--- config.mk ---
export PLATFORM = sky130hd
export DESIGN_NAME = z_sort_bucket_select
export DESIGN_NICKNAME = d
export VERILOG_FILES = /design/src/hw/rtl/zsb_pkg.sv /design/src/hw/rtl/zsb_queue.sv /design/src/hw/rtl/zsb_front.sv /design/src/hw/rtl/zsb_back.sv /design/src/hw/rtl/z_sort_bucket_select.sv
export VERILOG_INCLUDE_DIRS = /design/src /design/src/hw/rtl
export SDC_FILE = /design/constraint.sdc
export NUM_CORES = 2
export LEC_CHECK = 0
export BUFFER_PORTS_ARGS = -buffer_cell sky130_fd_sc_hd__clkbuf_2
export CORE_ASPECT_RATIO = 1.2
export CORE_UTILIZATION = 64
export DETAILED_ROUTE_END_ITERATION = 16
export PLACE_DENSITY = 0.84
export SETUP_SLACK_MARGIN = 0.3
export SLEW_MARGIN = 20
export SYNTH_ARGS = -nofsm -noshare
export SYNTH_HDL_FRONTEND = slang
export SYNTH_SLANG_ARGS = --single-unit
--- constraint.sdc ---
create_clock -name clk -period 12.8 [get_ports clk]
set_input_delay 0.64 -clock clk [delete_from_list [all_inputs] [get_ports clk]]
set_output_delay 0.64 -clock clk [all_outputs]
set_load 0.02 [all_outputs]
--- src/hw/rtl/z_sort_bucket_select_macros.svh ---
// ----------------------------------------------------------------------------
// Z-sort bucket select: assertion macros
// Shared concurrent assertion forms, clocked on the rising edge and
// disabled while reset is asserted.
// ----------------------------------------------------------------------------
`ifndef Z_SORT_BUCKET_SELECT_MACROS_SVH
`define Z_SORT_BUCKET_SELECT_MACROS_SVH

// The consequent must hold in every cycle in which the antecedent holds.
`define ZSB_ASSERT_IMPLIES(label, clk, rst_n, ante, cons, msg) \
    label: assert property (@(posedge clk) disable iff (!rst_n) (ante) |-> (cons)) \
        else $error(msg);

// The condition must never hold.
`define ZSB_ASSERT_NEVER(label, clk, rst_n, cond, msg) \
    label: assert property (@(posedge clk) disable iff (!rst_n) !(cond)) \
        else $error(msg);

`endif

--- src/hw/rtl/zsb_pkg.sv ---
// ----------------------------------------------------------------------------
// Z-sort bucket select: shared package
// Field widths, codes, register map and the configuration bundle that the
// top level hands to the back end.
// ----------------------------------------------------------------------------
package zsb_pkg;

    localparam int DEPTH_W = 32;
    localparam int SUM_W   = 34;
    localparam int SIZE_W  = 13;
    localparam int IDX_W   = 12;
    localparam int RULE_W  = 2;
    localparam int KIND_W  = 2;
    localparam int FRAC_W  = 16;
    localparam int PROD_W  = DEPTH_W + SIZE_W;

    localparam int MID_DEPTH = 4;
    localparam int OUT_DEPTH = 32;

    localparam int APB_ADDR_W = 4;
    localparam int APB_DATA_W = 32;

    localparam logic [SIZE_W-1:0]  SMALL_SCALE     = 13'd1000;
    localparam logic [DEPTH_W:0]   SMALL_RANGE_MAX = 33'd65;

    localparam logic [RULE_W-1:0] RULE_AVG = 2'd1;
    localparam logic [RULE_W-1:0] RULE_MIN = 2'd2;
    localparam logic [RULE_W-1:0] RULE_MAX = 2'd3;

    localparam logic [KIND_W-1:0] KIND_POINT = 2'd0;
    localparam logic [KIND_W-1:0] KIND_LINE  = 2'd1;
    localparam logic [KIND_W-1:0] KIND_TRI   = 2'd2;

    localparam logic [SIZE_W-1:0] BUCKET_COUNT_RESET = 13'd256;

    typedef enum logic [1:0] {
        REG_DEPTH_MIN    = 2'd0,
        REG_DEPTH_MAX    = 2'd1,
        REG_BUCKET_COUNT = 2'd2,
        REG_DEPTH_RULE   = 2'd3
    } zsb_reg_t;

    // Depths are carried in offset-binary form (sign bit flipped), so all
    // comparisons and sums downstream are unsigned.
    typedef struct packed {
        logic [DEPTH_W-1:0] zmin_u;
        logic [DEPTH_W-1:0] zmax_u;
        logic [DEPTH_W-1:0] rng;
        logic               narrow;
        logic [SIZE_W-1:0]  size;
    } zsb_cfg_t;

endpackage

--- src/hw/rtl/zsb_queue.sv ---
// ----------------------------------------------------------------------------
// Z-sort bucket select: word queue
// Small first-in first-out queue of words with registered storage and the
// oldest word presented on the read side.
// ----------------------------------------------------------------------------
module zsb_queue #(
    parameter int DEPTH = 4,
    parameter int WIDTH = 8
) (
    input  logic             clk,
    input  logic             rst_n,
    input  logic             wr_en,
    input  logic [WIDTH-1:0] wr_data,
    output logic             full,
    input  logic             rd_en,
    output logic [WIDTH-1:0] rd_data,
    output logic             empty
);

    localparam int PTR_W = (DEPTH > 1) ? $clog2(DEPTH) : 1;
    localparam int CNT_W = $clog2(DEPTH + 1);

    logic [WIDTH-1:0] entry_reg [DEPTH];
    logic [PTR_W-1:0] wr_ptr_reg;
    logic [PTR_W-1:0] wr_ptr_next;
    logic [PTR_W-1:0] rd_ptr_reg;
    logic [PTR_W-1:0] rd_ptr_next;
    logic [CNT_W-1:0] count_reg;
    logic [CNT_W-1:0] count_next;
    logic             do_wr;
    logic             do_rd;

    assign full    = (count_reg == CNT_W'(DEPTH));
    assign empty   = (count_reg == '0);
    assign do_wr   = wr_en && !full;
    assign do_rd   = rd_en && !empty;
    assign rd_data = entry_reg[rd_ptr_reg];

    always_comb
    begin
        wr_ptr_next = wr_ptr_reg;
        rd_ptr_next = rd_ptr_reg;
        count_next  = count_reg;
        if (do_wr)
        begin
            wr_ptr_next = (wr_ptr_reg == PTR_W'(DEPTH - 1)) ? '0 : wr_ptr_reg + 1'b1;
        end
        if (do_rd)
        begin
            rd_ptr_next = (rd_ptr_reg == PTR_W'(DEPTH - 1)) ? '0 : rd_ptr_reg + 1'b1;
        end
        if (do_wr && !do_rd)
        begin
            count_next = count_reg + 1'b1;
        end
        else if (do_rd && !do_wr)
        begin
            count_next = count_reg - 1'b1;
        end
    end

    always_ff @(posedge clk or negedge rst_n)
    begin
        if (!rst_n)
        begin
            wr_ptr_reg <= '0;
            rd_ptr_reg <= '0;
            count_reg  <= '0;
        end
        else
        begin
            wr_ptr_reg <= wr_ptr_next;
            rd_ptr_reg <= rd_ptr_next;
            count_reg  <= count_next;
        end
    end

    always_ff @(posedge clk)
    begin
        if (do_wr)
        begin
            entry_reg[wr_ptr_reg] <= wr_data;
        end
    end

endmodule

--- src/hw/rtl/zsb_front.sv ---
// ----------------------------------------------------------------------------
// Z-sort bucket select: front end
// Accepts primitives and reduces the vertex depths to one word: three times
// the representative depth, or the plain three-vertex sum for a triangle
// average, both in offset-binary form.
// ----------------------------------------------------------------------------
module zsb_front import zsb_pkg::*; (
    input  logic                      clk,
    input  logic                      rst_n,
    input  logic                      push,
    output logic                      full,
    input  logic        [KIND_W-1:0]  prim_kind,
    input  logic signed [DEPTH_W-1:0] depth_a,
    input  logic signed [DEPTH_W-1:0] depth_b,
    input  logic signed [DEPTH_W-1:0] depth_c,
    input  logic        [RULE_W-1:0]  depth_rule,
    input  logic                      mid_full,
    output logic                      mid_wr,
    output logic        [SUM_W-1:0]   mid_data
);

    logic               valid_reg;
    logic               valid_next;
    logic [SUM_W-1:0]   sum_reg;
    logic [SUM_W-1:0]   sum_next;
    logic               accept;
    logic [DEPTH_W-1:0] a_u;
    logic [DEPTH_W-1:0] b_u;
    logic [DEPTH_W-1:0] c_u;
    logic [DEPTH_W:0]   ab_sum;
    logic [DEPTH_W-1:0] min_ab;
    logic [DEPTH_W-1:0] max_ab;
    logic [DEPTH_W-1:0] min_abc;
    logic [DEPTH_W-1:0] max_abc;
    logic [DEPTH_W-1:0] rep_u;
    logic               tri_avg;

    assign full     = valid_reg && mid_full;
    assign accept   = push && !full;
    assign mid_wr   = valid_reg && !mid_full;
    assign mid_data = sum_reg;

    assign a_u = {~depth_a[DEPTH_W-1], depth_a[DEPTH_W-2:0]};
    assign b_u = {~depth_b[DEPTH_W-1], depth_b[DEPTH_W-2:0]};
    assign c_u = {~depth_c[DEPTH_W-1], depth_c[DEPTH_W-2:0]};

    assign ab_sum  = {1'b0, a_u} + {1'b0, b_u};
    assign min_ab  = (b_u < a_u) ? b_u : a_u;
    assign max_ab  = (a_u < b_u) ? b_u : a_u;
    assign min_abc = (c_u < min_ab) ? c_u : min_ab;
    assign max_abc = (max_ab < c_u) ? c_u : max_ab;

    always_comb
    begin
        rep_u   = a_u;
        tri_avg = 1'b0;
        unique case (prim_kind)
            KIND_LINE:
            begin
                unique case (depth_rule)
                    RULE_MIN: rep_u = min_ab;
                    RULE_MAX: rep_u = max_ab;
                    default:  rep_u = ab_sum[DEPTH_W:1];
                endcase
            end
            KIND_TRI:
            begin
                unique case (depth_rule)
                    RULE_MIN: rep_u = min_abc;
                    RULE_MAX: rep_u = max_abc;
                    default:  tri_avg = 1'b1;
                endcase
            end
            default: rep_u = a_u;
        endcase
    end

    always_comb
    begin
        if (tri_avg)
        begin
            sum_next = SUM_W'(a_u) + SUM_W'(b_u) + SUM_W'(c_u);
        end
        else
        begin
            sum_next = SUM_W'({rep_u, 1'b0}) + SUM_W'(rep_u);
        end
    end

    always_comb
    begin
        valid_next = valid_reg;
        if (accept)
        begin
            valid_next = 1'b1;
        end
        else if (mid_wr)
        begin
            valid_next = 1'b0;
        end
    end

    always_ff @(posedge clk or negedge rst_n)
    begin
        if (!rst_n)
        begin
            valid_reg <= 1'b0;
        end
        else
        begin
            valid_reg <= valid_next;
        end
    end

    always_ff @(posedge clk)
    begin
        if (accept)
        begin
            sum_reg <= sum_next;
        end
    end

endmodule

--- src/hw/rtl/zsb_back.sv ---
// ----------------------------------------------------------------------------
// Z-sort bucket select: back end
// Free-running pipeline: exact division by three, near-bound offset, scale
// multiply, bit-per-stage division by the depth range and final clamp.
// Items are issued only when the result queue has room reserved for them.
// ----------------------------------------------------------------------------
module zsb_back import zsb_pkg::*; (
    input  logic              clk,
    input  logic              rst_n,
    input  zsb_cfg_t          cfg,
    input  logic              mid_empty,
    input  logic [SUM_W-1:0]  mid_data,
    output logic              mid_rd,
    output logic              out_wr,
    output logic [IDX_W-1:0]  out_data,
    input  logic              out_pop
);

    localparam int D3_BITS    = 7;
    localparam int D3_STAGES  = (SUM_W + D3_BITS - 1) / D3_BITS;
    localparam int D3_W       = D3_STAGES * D3_BITS;
    localparam int DIV_STAGES = SIZE_W;
    localparam int RES_W      = $clog2(OUT_DEPTH + 1);

    typedef struct packed {
        logic [D3_W-1:0] u;
        logic [D3_W-1:0] q;
        logic [1:0]      r;
    } d3_t;

    typedef struct packed {
        logic [DEPTH_W-1:0] r;
        logic [SIZE_W-1:0]  nlow;
        logic [SIZE_W-1:0]  q;
        logic               fix;
    } dv_t;

    function automatic logic [D3_BITS+1:0] div3_chunk(input logic [1:0] r_in,
                                                      input logic [D3_BITS-1:0] bits);
        logic [1:0]         r;
        logic [2:0]         t;
        logic [D3_BITS-1:0] q;
        r = r_in;
        q = '0;
        for (int i = D3_BITS - 1; i >= 0; i--)
        begin
            t = {r, bits[i]};
            if (t >= 3'd3)
            begin
                q[i] = 1'b1;
                t    = t - 3'd3;
            end
            r = t[1:0];
        end
        return {r, q};
    endfunction

    function automatic d3_t d3_advance(input d3_t x);
        logic [D3_BITS+1:0] chunk;
        d3_t                y;
        chunk = div3_chunk(x.r, x.u[D3_W-1 -: D3_BITS]);
        y.u   = x.u << D3_BITS;
        y.q   = {x.q[D3_W-D3_BITS-1:0], chunk[D3_BITS-1:0]};
        y.r   = chunk[D3_BITS+1:D3_BITS];
        return y;
    endfunction

    function automatic dv_t dv_advance(input dv_t x, input logic [DEPTH_W-1:0] rng);
        logic [DEPTH_W:0] t;
        dv_t              y;
        t      = {x.r, x.nlow[SIZE_W-1]};
        y      = x;
        y.nlow = x.nlow << 1;
        if (!x.fix)
        begin
            if (t >= {1'b0, rng})
            begin
                t   = t - {1'b0, rng};
                y.q = {x.q[SIZE_W-2:0], 1'b1};
            end
            else
            begin
                y.q = {x.q[SIZE_W-2:0], 1'b0};
            end
        end
        y.r = t[DEPTH_W-1:0];
        return y;
    endfunction

    logic [RES_W-1:0]      res_reg;
    logic [RES_W-1:0]      res_next;
    logic                  issue;

    d3_t                   d3_head;
    d3_t                   d3_reg [D3_STAGES];
    logic [D3_STAGES-1:0]  d3_vld_reg;

    logic [DEPTH_W-1:0]    rep_u;
    logic [DEPTH_W-1:0]    off_next;
    logic                  ge_next;
    logic [DEPTH_W-1:0]    off_reg;
    logic                  ge_reg;
    logic                  off_vld_reg;

    logic [SIZE_W-1:0]     mult;
    logic [PROD_W-1:0]     prod_reg;
    logic                  fix_reg;
    logic                  prod_vld_reg;

    logic [SIZE_W-1:0]     small_sat;
    dv_t                   dv_head;
    dv_t                   dv_reg [DIV_STAGES];
    logic [DIV_STAGES-1:0] dv_vld_reg;

    logic [SIZE_W-1:0]     cand;
    logic [SIZE_W-1:0]     bucket;

    // Issue and reservation of result queue space.
    assign issue  = !mid_empty && (res_reg < RES_W'(OUT_DEPTH));
    assign mid_rd = issue;

    always_comb
    begin
        res_next = res_reg;
        if (issue && !out_pop)
        begin
            res_next = res_reg + 1'b1;
        end
        else if (out_pop && !issue)
        begin
            res_next = res_reg - 1'b1;
        end
    end

    // Division by three, a few quotient bits per stage.
    always_comb
    begin
        d3_head.u = D3_W'(mid_data);
        d3_head.q = '0;
        d3_head.r = '0;
    end

    // Offset from the near bound and the far-bound saturation test.
    assign rep_u    = d3_reg[D3_STAGES-1].q[DEPTH_W-1:0];
    assign off_next = (rep_u >= cfg.zmin_u) ? rep_u - cfg.zmin_u : '0;
    assign ge_next  = (rep_u >= cfg.zmax_u);

    assign mult = cfg.narrow ? SMALL_SCALE : cfg.size;

    // Division by the range, one quotient bit per stage.
    assign small_sat = (|prod_reg[PROD_W-1:FRAC_W+SIZE_W]) ? '1
                                                          : prod_reg[FRAC_W+SIZE_W-1:FRAC_W];

    always_comb
    begin
        dv_head.r    = prod_reg[PROD_W-1:SIZE_W];
        dv_head.nlow = prod_reg[SIZE_W-1:0];
        dv_head.q    = cfg.narrow ? small_sat : '1;
        dv_head.fix  = fix_reg;
    end

    // Final clamp to the bucket count.
    assign cand = dv_reg[DIV_STAGES-1].q;

    always_comb
    begin
        if (cfg.size == '0)
        begin
            bucket = '0;
        end
        else if (cand > cfg.size - 1'b1)
        begin
            bucket = cfg.size - 1'b1;
        end
        else
        begin
            bucket = cand;
        end
    end

    assign out_wr   = dv_vld_reg[DIV_STAGES-1];
    assign out_data = bucket[IDX_W-1:0];

    always_ff @(posedge clk or negedge rst_n)
    begin
        if (!rst_n)
        begin
            res_reg      <= '0;
            d3_vld_reg   <= '0;
            off_vld_reg  <= 1'b0;
            prod_vld_reg <= 1'b0;
            dv_vld_reg   <= '0;
        end
        else
        begin
            res_reg      <= res_next;
            d3_vld_reg   <= {d3_vld_reg[D3_STAGES-2:0], issue};
            off_vld_reg  <= d3_vld_reg[D3_STAGES-1];
            prod_vld_reg <= off_vld_reg;
            dv_vld_reg   <= {dv_vld_reg[DIV_STAGES-2:0], prod_vld_reg};
        end
    end

    always_ff @(posedge clk)
    begin
        d3_reg[0] <= d3_advance(d3_head);
        for (int s = 1; s < D3_STAGES; s++)
        begin
            d3_reg[s] <= d3_advance(d3_reg[s-1]);
        end
        off_reg   <= off_next;
        ge_reg    <= ge_next;
        prod_reg  <= PROD_W'(off_reg) * PROD_W'(mult);
        fix_reg   <= cfg.narrow || ge_reg;
        dv_reg[0] <= dv_advance(dv_head, cfg.rng);
        for (int k = 1; k < DIV_STAGES; k++)
        begin
            dv_reg[k] <= dv_advance(dv_reg[k-1], cfg.rng);
        end
    end

endmodule

--- src/hw/rtl/z_sort_bucket_select.sv ---
// ----------------------------------------------------------------------------
// Z-sort bucket select: top level
// Picks the order-table bucket of a point, line or triangle from its vertex
// depths, the configured depth rule, depth bounds and bucket count.
//
//   Channel   Handshake             Words
//   config    psel/penable/pwrite   depth_min, depth_max, bucket_count, depth_rule
//   input     push / full           prim_kind, depth_a, depth_b, depth_c
//   result    pop / empty           bucket_index
//
// One primitive is accepted per cycle while full is low, and one bucket is
// delivered per cycle while empty is low. A result passes the front-end
// register, the middle queue, the five division-by-three stages, the offset
// and product registers and the thirteen range-division stages. The result
// queue holds 32 words, and issue into the back end stops only when all 32
// places are taken by waiting or in-flight words. Reset is asynchronous and
// active low; it empties both queues and loads the register reset values.
// ----------------------------------------------------------------------------
`include "z_sort_bucket_select_macros.svh"

module z_sort_bucket_select import zsb_pkg::*; #(
    parameter int MAX_BUCKETS = 4096
) (
    input  logic                         clk,
    input  logic                         rst_n,
    input  logic                         psel,
    input  logic                         penable,
    input  logic                         pwrite,
    input  logic        [APB_ADDR_W-1:0] paddr,
    input  logic        [APB_DATA_W-1:0] pwdata,
    output logic        [APB_DATA_W-1:0] prdata,
    output logic                         pready,
    input  logic                         push,
    output logic                         full,
    input  logic        [KIND_W-1:0]     prim_kind,
    input  logic signed [DEPTH_W-1:0]    depth_a,
    input  logic signed [DEPTH_W-1:0]    depth_b,
    input  logic signed [DEPTH_W-1:0]    depth_c,
    output logic                         empty,
    input  logic                         pop,
    output logic        [IDX_W-1:0]      bucket_index
);

    logic signed [DEPTH_W-1:0] depth_min_reg;
    logic signed [DEPTH_W-1:0] depth_max_reg;
    logic        [SIZE_W-1:0]  bucket_count_reg;
    logic        [RULE_W-1:0]  depth_rule_reg;
    logic                      cfg_wr;
    zsb_reg_t                  reg_sel;
    logic signed [DEPTH_W:0]   range_s;
    zsb_cfg_t                  cfg;

    logic                      mid_wr;
    logic        [SUM_W-1:0]   mid_wdata;
    logic                      mid_full;
    logic                      mid_rd;
    logic        [SUM_W-1:0]   mid_rdata;
    logic                      mid_empty;

    logic                      ofifo_wr;
    logic        [IDX_W-1:0]   ofifo_wdata;
    logic                      ofifo_full;
    logic                      out_pop;
    logic                      bucket_ok;

    assign pready  = 1'b1;
    assign cfg_wr  = psel && penable && pwrite && pready;
    assign reg_sel = zsb_reg_t'(paddr[3:2]);
    assign out_pop = pop && !empty;

    always_comb
    begin
        unique case (reg_sel)
            REG_DEPTH_MIN:    prdata = depth_min_reg;
            REG_DEPTH_MAX:    prdata = depth_max_reg;
            REG_BUCKET_COUNT: prdata = APB_DATA_W'(bucket_count_reg);
            REG_DEPTH_RULE:   prdata = APB_DATA_W'(depth_rule_reg);
        endcase
    end

    always_ff @(posedge clk or negedge rst_n)
    begin
        if (!rst_n)
        begin
            depth_min_reg    <= '0;
            depth_max_reg    <= '0;
            bucket_count_reg <= BUCKET_COUNT_RESET;
            depth_rule_reg   <= RULE_AVG;
        end
        else if (cfg_wr)
        begin
            unique case (reg_sel)
                REG_DEPTH_MIN:    depth_min_reg    <= pwdata;
                REG_DEPTH_MAX:    depth_max_reg    <= pwdata;
                REG_BUCKET_COUNT: bucket_count_reg <= pwdata[SIZE_W-1:0];
                REG_DEPTH_RULE:   depth_rule_reg   <= pwdata[RULE_W-1:0];
            endcase
        end
    end

    always_comb
    begin
        cfg.zmin_u = {~depth_min_reg[DEPTH_W-1], depth_min_reg[DEPTH_W-2:0]};
        cfg.zmax_u = {~depth_max_reg[DEPTH_W-1], depth_max_reg[DEPTH_W-2:0]};
        range_s    = $signed({1'b0, cfg.zmax_u}) - $signed({1'b0, cfg.zmin_u});
        cfg.narrow = (range_s <= $signed(SMALL_RANGE_MAX));
        cfg.rng    = range_s[DEPTH_W-1:0];
        if (int'(bucket_count_reg) > MAX_BUCKETS)
        begin
            cfg.size = SIZE_W'(MAX_BUCKETS);
        end
        else
        begin
            cfg.size = bucket_count_reg;
        end
    end

    zsb_front u_front (
        .clk        (clk),
        .rst_n      (rst_n),
        .push       (push),
        .full       (full),
        .prim_kind  (prim_kind),
        .depth_a    (depth_a),
        .depth_b    (depth_b),
        .depth_c    (depth_c),
        .depth_rule (depth_rule_reg),
        .mid_full   (mid_full),
        .mid_wr     (mid_wr),
        .mid_data   (mid_wdata)
    );

    zsb_queue #(
        .DEPTH (MID_DEPTH),
        .WIDTH (SUM_W)
    ) u_mid_queue (
        .clk     (clk),
        .rst_n   (rst_n),
        .wr_en   (mid_wr),
        .wr_data (mid_wdata),
        .full    (mid_full),
        .rd_en   (mid_rd),
        .rd_data (mid_rdata),
        .empty   (mid_empty)
    );

    zsb_back u_back (
        .clk       (clk),
        .rst_n     (rst_n),
        .cfg       (cfg),
        .mid_empty (mid_empty),
        .mid_data  (mid_rdata),
        .mid_rd    (mid_rd),
        .out_wr    (ofifo_wr),
        .out_data  (ofifo_wdata),
        .out_pop   (out_pop)
    );

    zsb_queue #(
        .DEPTH (OUT_DEPTH),
        .WIDTH (IDX_W)
    ) u_out_queue (
        .clk     (clk),
        .rst_n   (rst_n),
        .wr_en   (ofifo_wr),
        .wr_data (ofifo_wdata),
        .full    (ofifo_full),
        .rd_en   (pop),
        .rd_data (bucket_index),
        .empty   (empty)
    );

    assign bucket_ok = (cfg.size == '0) ? (ofifo_wdata == '0)
                                        : ({1'b0, ofifo_wdata} < cfg.size);

    `ZSB_ASSERT_NEVER(a_no_result_overflow, clk, rst_n, ofifo_wr && ofifo_full, "result queue overflow")
    `ZSB_ASSERT_NEVER(a_no_mid_underflow, clk, rst_n, mid_rd && mid_empty, "issue from empty queue")
    `ZSB_ASSERT_IMPLIES(a_bucket_in_range, clk, rst_n, ofifo_wr, bucket_ok, "bucket out of range")

endmodule

==> impl_metrics.yaml <==
status:
  outcome: "finished clean"
clock_network:
  worstSkewPairLatency_ns: 0.82
  cts_root_buf: "sky130_fd_sc_hd__clkbuf_16"
  clock_buffers_created_by_tritoncts: 147
  ctsLongestPathBuffers: 3
  numClockSinks: 1573
  cts.repair_timing.setup_buffer_count: 0
  cts_htree_levels: 4
  cts_tree: "done"
  cts.repair.resized: 0
  cts.reportedPaths.clkPinSlew_ns: 0.07
logic_synthesis:
  synth_flop_cell: "sky130_fd_sc_hd__dfxtp_1"
  synth_area_leaders: "sky130_fd_sc_hd__dfxtp_1 18%, sky130_fd_sc_hd__edfxtp_1 17%, sky130_fd_sc_hd__ha_1 11%, sky130_fd_sc_hd__fa_1 7.1%, sky130_fd_sc_hd__nand2_1 3.6%"
  synth-seq-area-share_pct: 38.3
  post-synth-top-area-fraction_pct: 18.1
  synth_fp_nets: 11100
  synth_enable_flop_cells: 554
  yosysWarningCount: 0
  synthesis.instances: 9737
  synthArstFlopShare_pct: 8.20
  post-synth-top-area-cell: "sky130_fd_sc_hd__dfxtp_1"
  netlist_area_before_placement_mm2: 0.0985
  register_bit_count_reported_by_yosys: 1573
  syn-mean-instance-area_um2: 10.1
  netlist-cell-type-count: 116
die:
  die_width_um: 360
  dieArea_mm2: 0.155
  io_pins: 188
  core.rowCount: 157
  floorplan.initialDensity_pct: 64.5
  chipHeight_um: 432
  coreArea_mm2: 0.153
sta:
  period_needed_ns: 11.77
  finalHoldViolations: 0
  worst_slack_ns: 1.03
  report.final.slew_viol_count: 0
  hold_slack_ns: 0.0537
  grt_setup_unrepaired: "no"
  max_freq_ghz: 0.0850
  finalSetupTns_ns: 0
  setup-violations-final: 0
  min_period_over_period_pct: 92.0
  tightest_slew_ns: 1.20
  fin_worst_skew_ns: 0.0429
  slew-limit-headroom_pct: 19.3
grt:
  pin_count_of_the_biggest_net_entering_global_routing: 75
  grt_pass1_vias: 77900
  grt_antenna_before_repair: 19
  grt_usage_pct: 36.3
  grt_remaining_overflow: 0
  first_pass_grt_wire_length_um: 435000
place:
  place.port_buffers: 184
  hpwl_um: 210000
  placement.setup.worst_slack_ns: 1.30
  place_congestion: 1.07
worst_setup_path:
  r2r-end: "u_back.prod_reg[44]$_DFF_P_"
  r2r_setup_slack_ns: 1.03
  worstPathBufferInverterCount: 6
  critPathKind: "flop to flop"
  crit_fanout: 39
  ff_to_ff_path_depth: 40
  sort_of_element_at_the_end_of_the_critical_path: "flop"
  data_required_time_at_the_worst_endpoint_ns: 13.52
  worst_setup_path_start_kind: "flop"
  crit_path_max_incr_delay_ns: 0.72
  path_delay_family: "compound AO/OA/AOI/OAI gates"
  rr_startpoint: "depth_max_reg[0]$_DFFE_PN0P_"
  critical-path-slowest-cell: "sky130_fd_sc_hd__a31oi_4"
  cp_data_arrival_time_ns: 12.49
routing:
  postRouteAntennaNets: 0
  drc: 0
  vias: 76700
  vias_per_inst: 6.40
  finalWirelength_um: 285000
  drt_first_iter_violations: 7238
  wl_per_cell_um: 23.8
  dr.pass1.iters: 7
hold_path:
  holdPathStages: 2
  min-delay-start: "push"
  min_to: "u_front.valid_reg$_DFFE_PN0P_"
  min-delay-path-class: "input pin to flop"
flow_run:
  max_cap_viol_count: 0
cells_and_area:
  largest_register_ffs: 643
  layout.filler_cells: 10800
  fraction_of_layout_instances_using_a_drive_strength_above_1_pct: 11.8
  layout.nets: 11200
  area_delta_synth_final_pct: 8.63
-- per-layer routing --
metal | wire [um] | part of all wire [%] | global-route usage [%]
met5 | 34 | 0.012 | 0
met4 | 22800 | 8.0 | 26.0
met3 | 21900 | 7.7 | 5.91
met2 | 137000 | 48 | 61.8
met1 | 103000 | 36 | 41.4
-- timing repair --
item | in CTS | in global routing
hold buffers | 1 | 0
endpoints found under the hold margin | 65 | 0
endpoints found under the setup margin | 0 | 0
-- cell usage after synthesis (89+ instances only) --
master,n
sky130_fd_sc_hd__nand2b_1,104
sky130_fd_sc_hd__xnor2_1,333
sky130_fd_sc_hd__and3_1,89
sky130_fd_sc_hd__a21oi_1,591
sky130_fd_sc_hd__mux2_2,306
sky130_fd_sc_hd__fa_1,350
sky130_fd_sc_hd__nor2_1,545
sky130_fd_sc_hd__nand2_1,946
sky130_fd_sc_hd__mux4_2,156
sky130_fd_sc_hd__edfxtp_1,554
sky130_fd_sc_hd__a21o_1,319
sky130_fd_sc_hd__clkbuf_1,215
sky130_fd_sc_hd__and2_1,170
sky130_fd_sc_hd__nand3_1,107
sky130_fd_sc_hd__dfrtp_1,127
sky130_fd_sc_hd__inv_1,791
sky130_fd_sc_hd__ha_1,839
sky130_fd_sc_hd__dfxtp_1,890
sky130_fd_sc_hd__nor3_1,117
sky130_fd_sc_hd__xor2_1,221
sky130_fd_sc_hd__o21ai_0,622
-- through the flow --
step	util [%]	cells	instance area [um^2]
floorplan	-	9737	98500
global placement	66.8	11700	102000
detailed placement	66.8	11700	102000
CTS	70.0	12000	107000
global route	70.1	12000	107000
finish	70.1	12000	107000
-- cell families (layout without fill, tap and decap cells) --
| kind of cell | Yosys count | after routing | share of synthesized area, % |
|---|---|---|---|
| compound gates | 2274 | 2274 | 14.7 |
| xor+xnor | 554 | 554 | 4.93 |
| fa+ha+maj | 1211 | 1211 | 18.0 |
| buf+inv | 1127 | 1378 | 4.47 |
| flops | 1573 | 1573 | 38.3 |
| mux | 550 | 550 | 7.97 |
| other cells | 1 | 8 | 0.00381 |
| simple gates | 2447 | 2447 | 11.7 |
-- placed cells by master, fill, tap and decap left out, types with 34 or more instances in the layout --
cell and n:
sky130_fd_sc_hd__nand2_1 945, sky130_fd_sc_hd__nand2b_1 103, sky130_fd_sc_hd__buf_4 130, sky130_fd_sc_hd__nor4_1 39
sky130_fd_sc_hd__nand3_1 107, sky130_fd_sc_hd__xnor2_1 324, sky130_fd_sc_hd__edfxtp_1 554, sky130_fd_sc_hd__or3_1 53
sky130_fd_sc_hd__a21oi_1 583, sky130_fd_sc_hd__dfrtp_1 123, sky130_fd_sc_hd__clkbuf_1 34, sky130_fd_sc_hd__clkbuf_16 150
sky130_fd_sc_hd__fa_1 349, sky130_fd_sc_hd__inv_1 791, sky130_fd_sc_hd__ha_1 839, sky130_fd_sc_hd__and2_1 170
sky130_fd_sc_hd__dfxtp_1 890, sky130_fd_sc_hd__a21o_1 319, sky130_fd_sc_hd__o21ai_0 621, sky130_fd_sc_hd__xor2_1 208
sky130_fd_sc_hd__nand4_1 84, sky130_fd_sc_hd__nor3_1 114, sky130_fd_sc_hd__nor2b_1 74, sky130_fd_sc_hd__a211oi_1 57
sky130_fd_sc_hd__o211ai_1 36, sky130_fd_sc_hd__mux2i_1 80, sky130_fd_sc_hd__o31ai_1 58, sky130_fd_sc_hd__mux4_2 156
sky130_fd_sc_hd__o21bai_1 79, sky130_fd_sc_hd__nor2_1 530, sky130_fd_sc_hd__mux2_2 306, sky130_fd_sc_hd__a31oi_1 60
sky130_fd_sc_hd__and3_1 89, sky130_fd_sc_hd__o21a_1 86, sky130_fd_sc_hd__clkbuf_2 183
-- layout make-up --
type / count / area, um^2 / area share [%]
Tap cell: 1987 / 2490 / 2.32
Clock inverter: 66 / 830 / 0.775
Sequential cell: 1573 / 37700 / 35.2
Timing Repair Buffer: 318 / 1960 / 1.83
Multi-Input combinational cell: 7037 / 56900 / 53.2
Inverter: 793 / 2980 / 2.78
Antenna cell: 7 / 17.5 / 0.0164
Clock buffer: 201 / 4120 / 3.85
-- worst max-delay path by stage --
stage | startpoint | endpoint | slack, ns | depth (start not counted)
floorplan | depth_min_reg[1]$_DFFE_PN0P_ | u_back.prod_reg[43]$_DFF_P_ | 2.89 | 38
global placement | depth_max_reg[0]$_DFFE_PN0P_ | u_back.prod_reg[43]$_DFF_P_ | 1.47 | 39
detailed placement | depth_max_reg[0]$_DFFE_PN0P_ | u_back.prod_reg[43]$_DFF_P_ | 1.30 | 39
CTS | depth_max_reg[0]$_DFFE_PN0P_ | u_back.prod_reg[43]$_DFF_P_ | 1.22 | 39
global route | depth_max_reg[0]$_DFFE_PN0P_ | u_back.prod_reg[44]$_DFF_P_ | 0.45 | 40
finish | depth_max_reg[0]$_DFFE_PN0P_ | u_back.prod_reg[44]$_DFF_P_ | 1.03 | 40
Power is not shown: default switching activity piles up to over one toggle a cycle in this logic, so the estimate is an artifact.
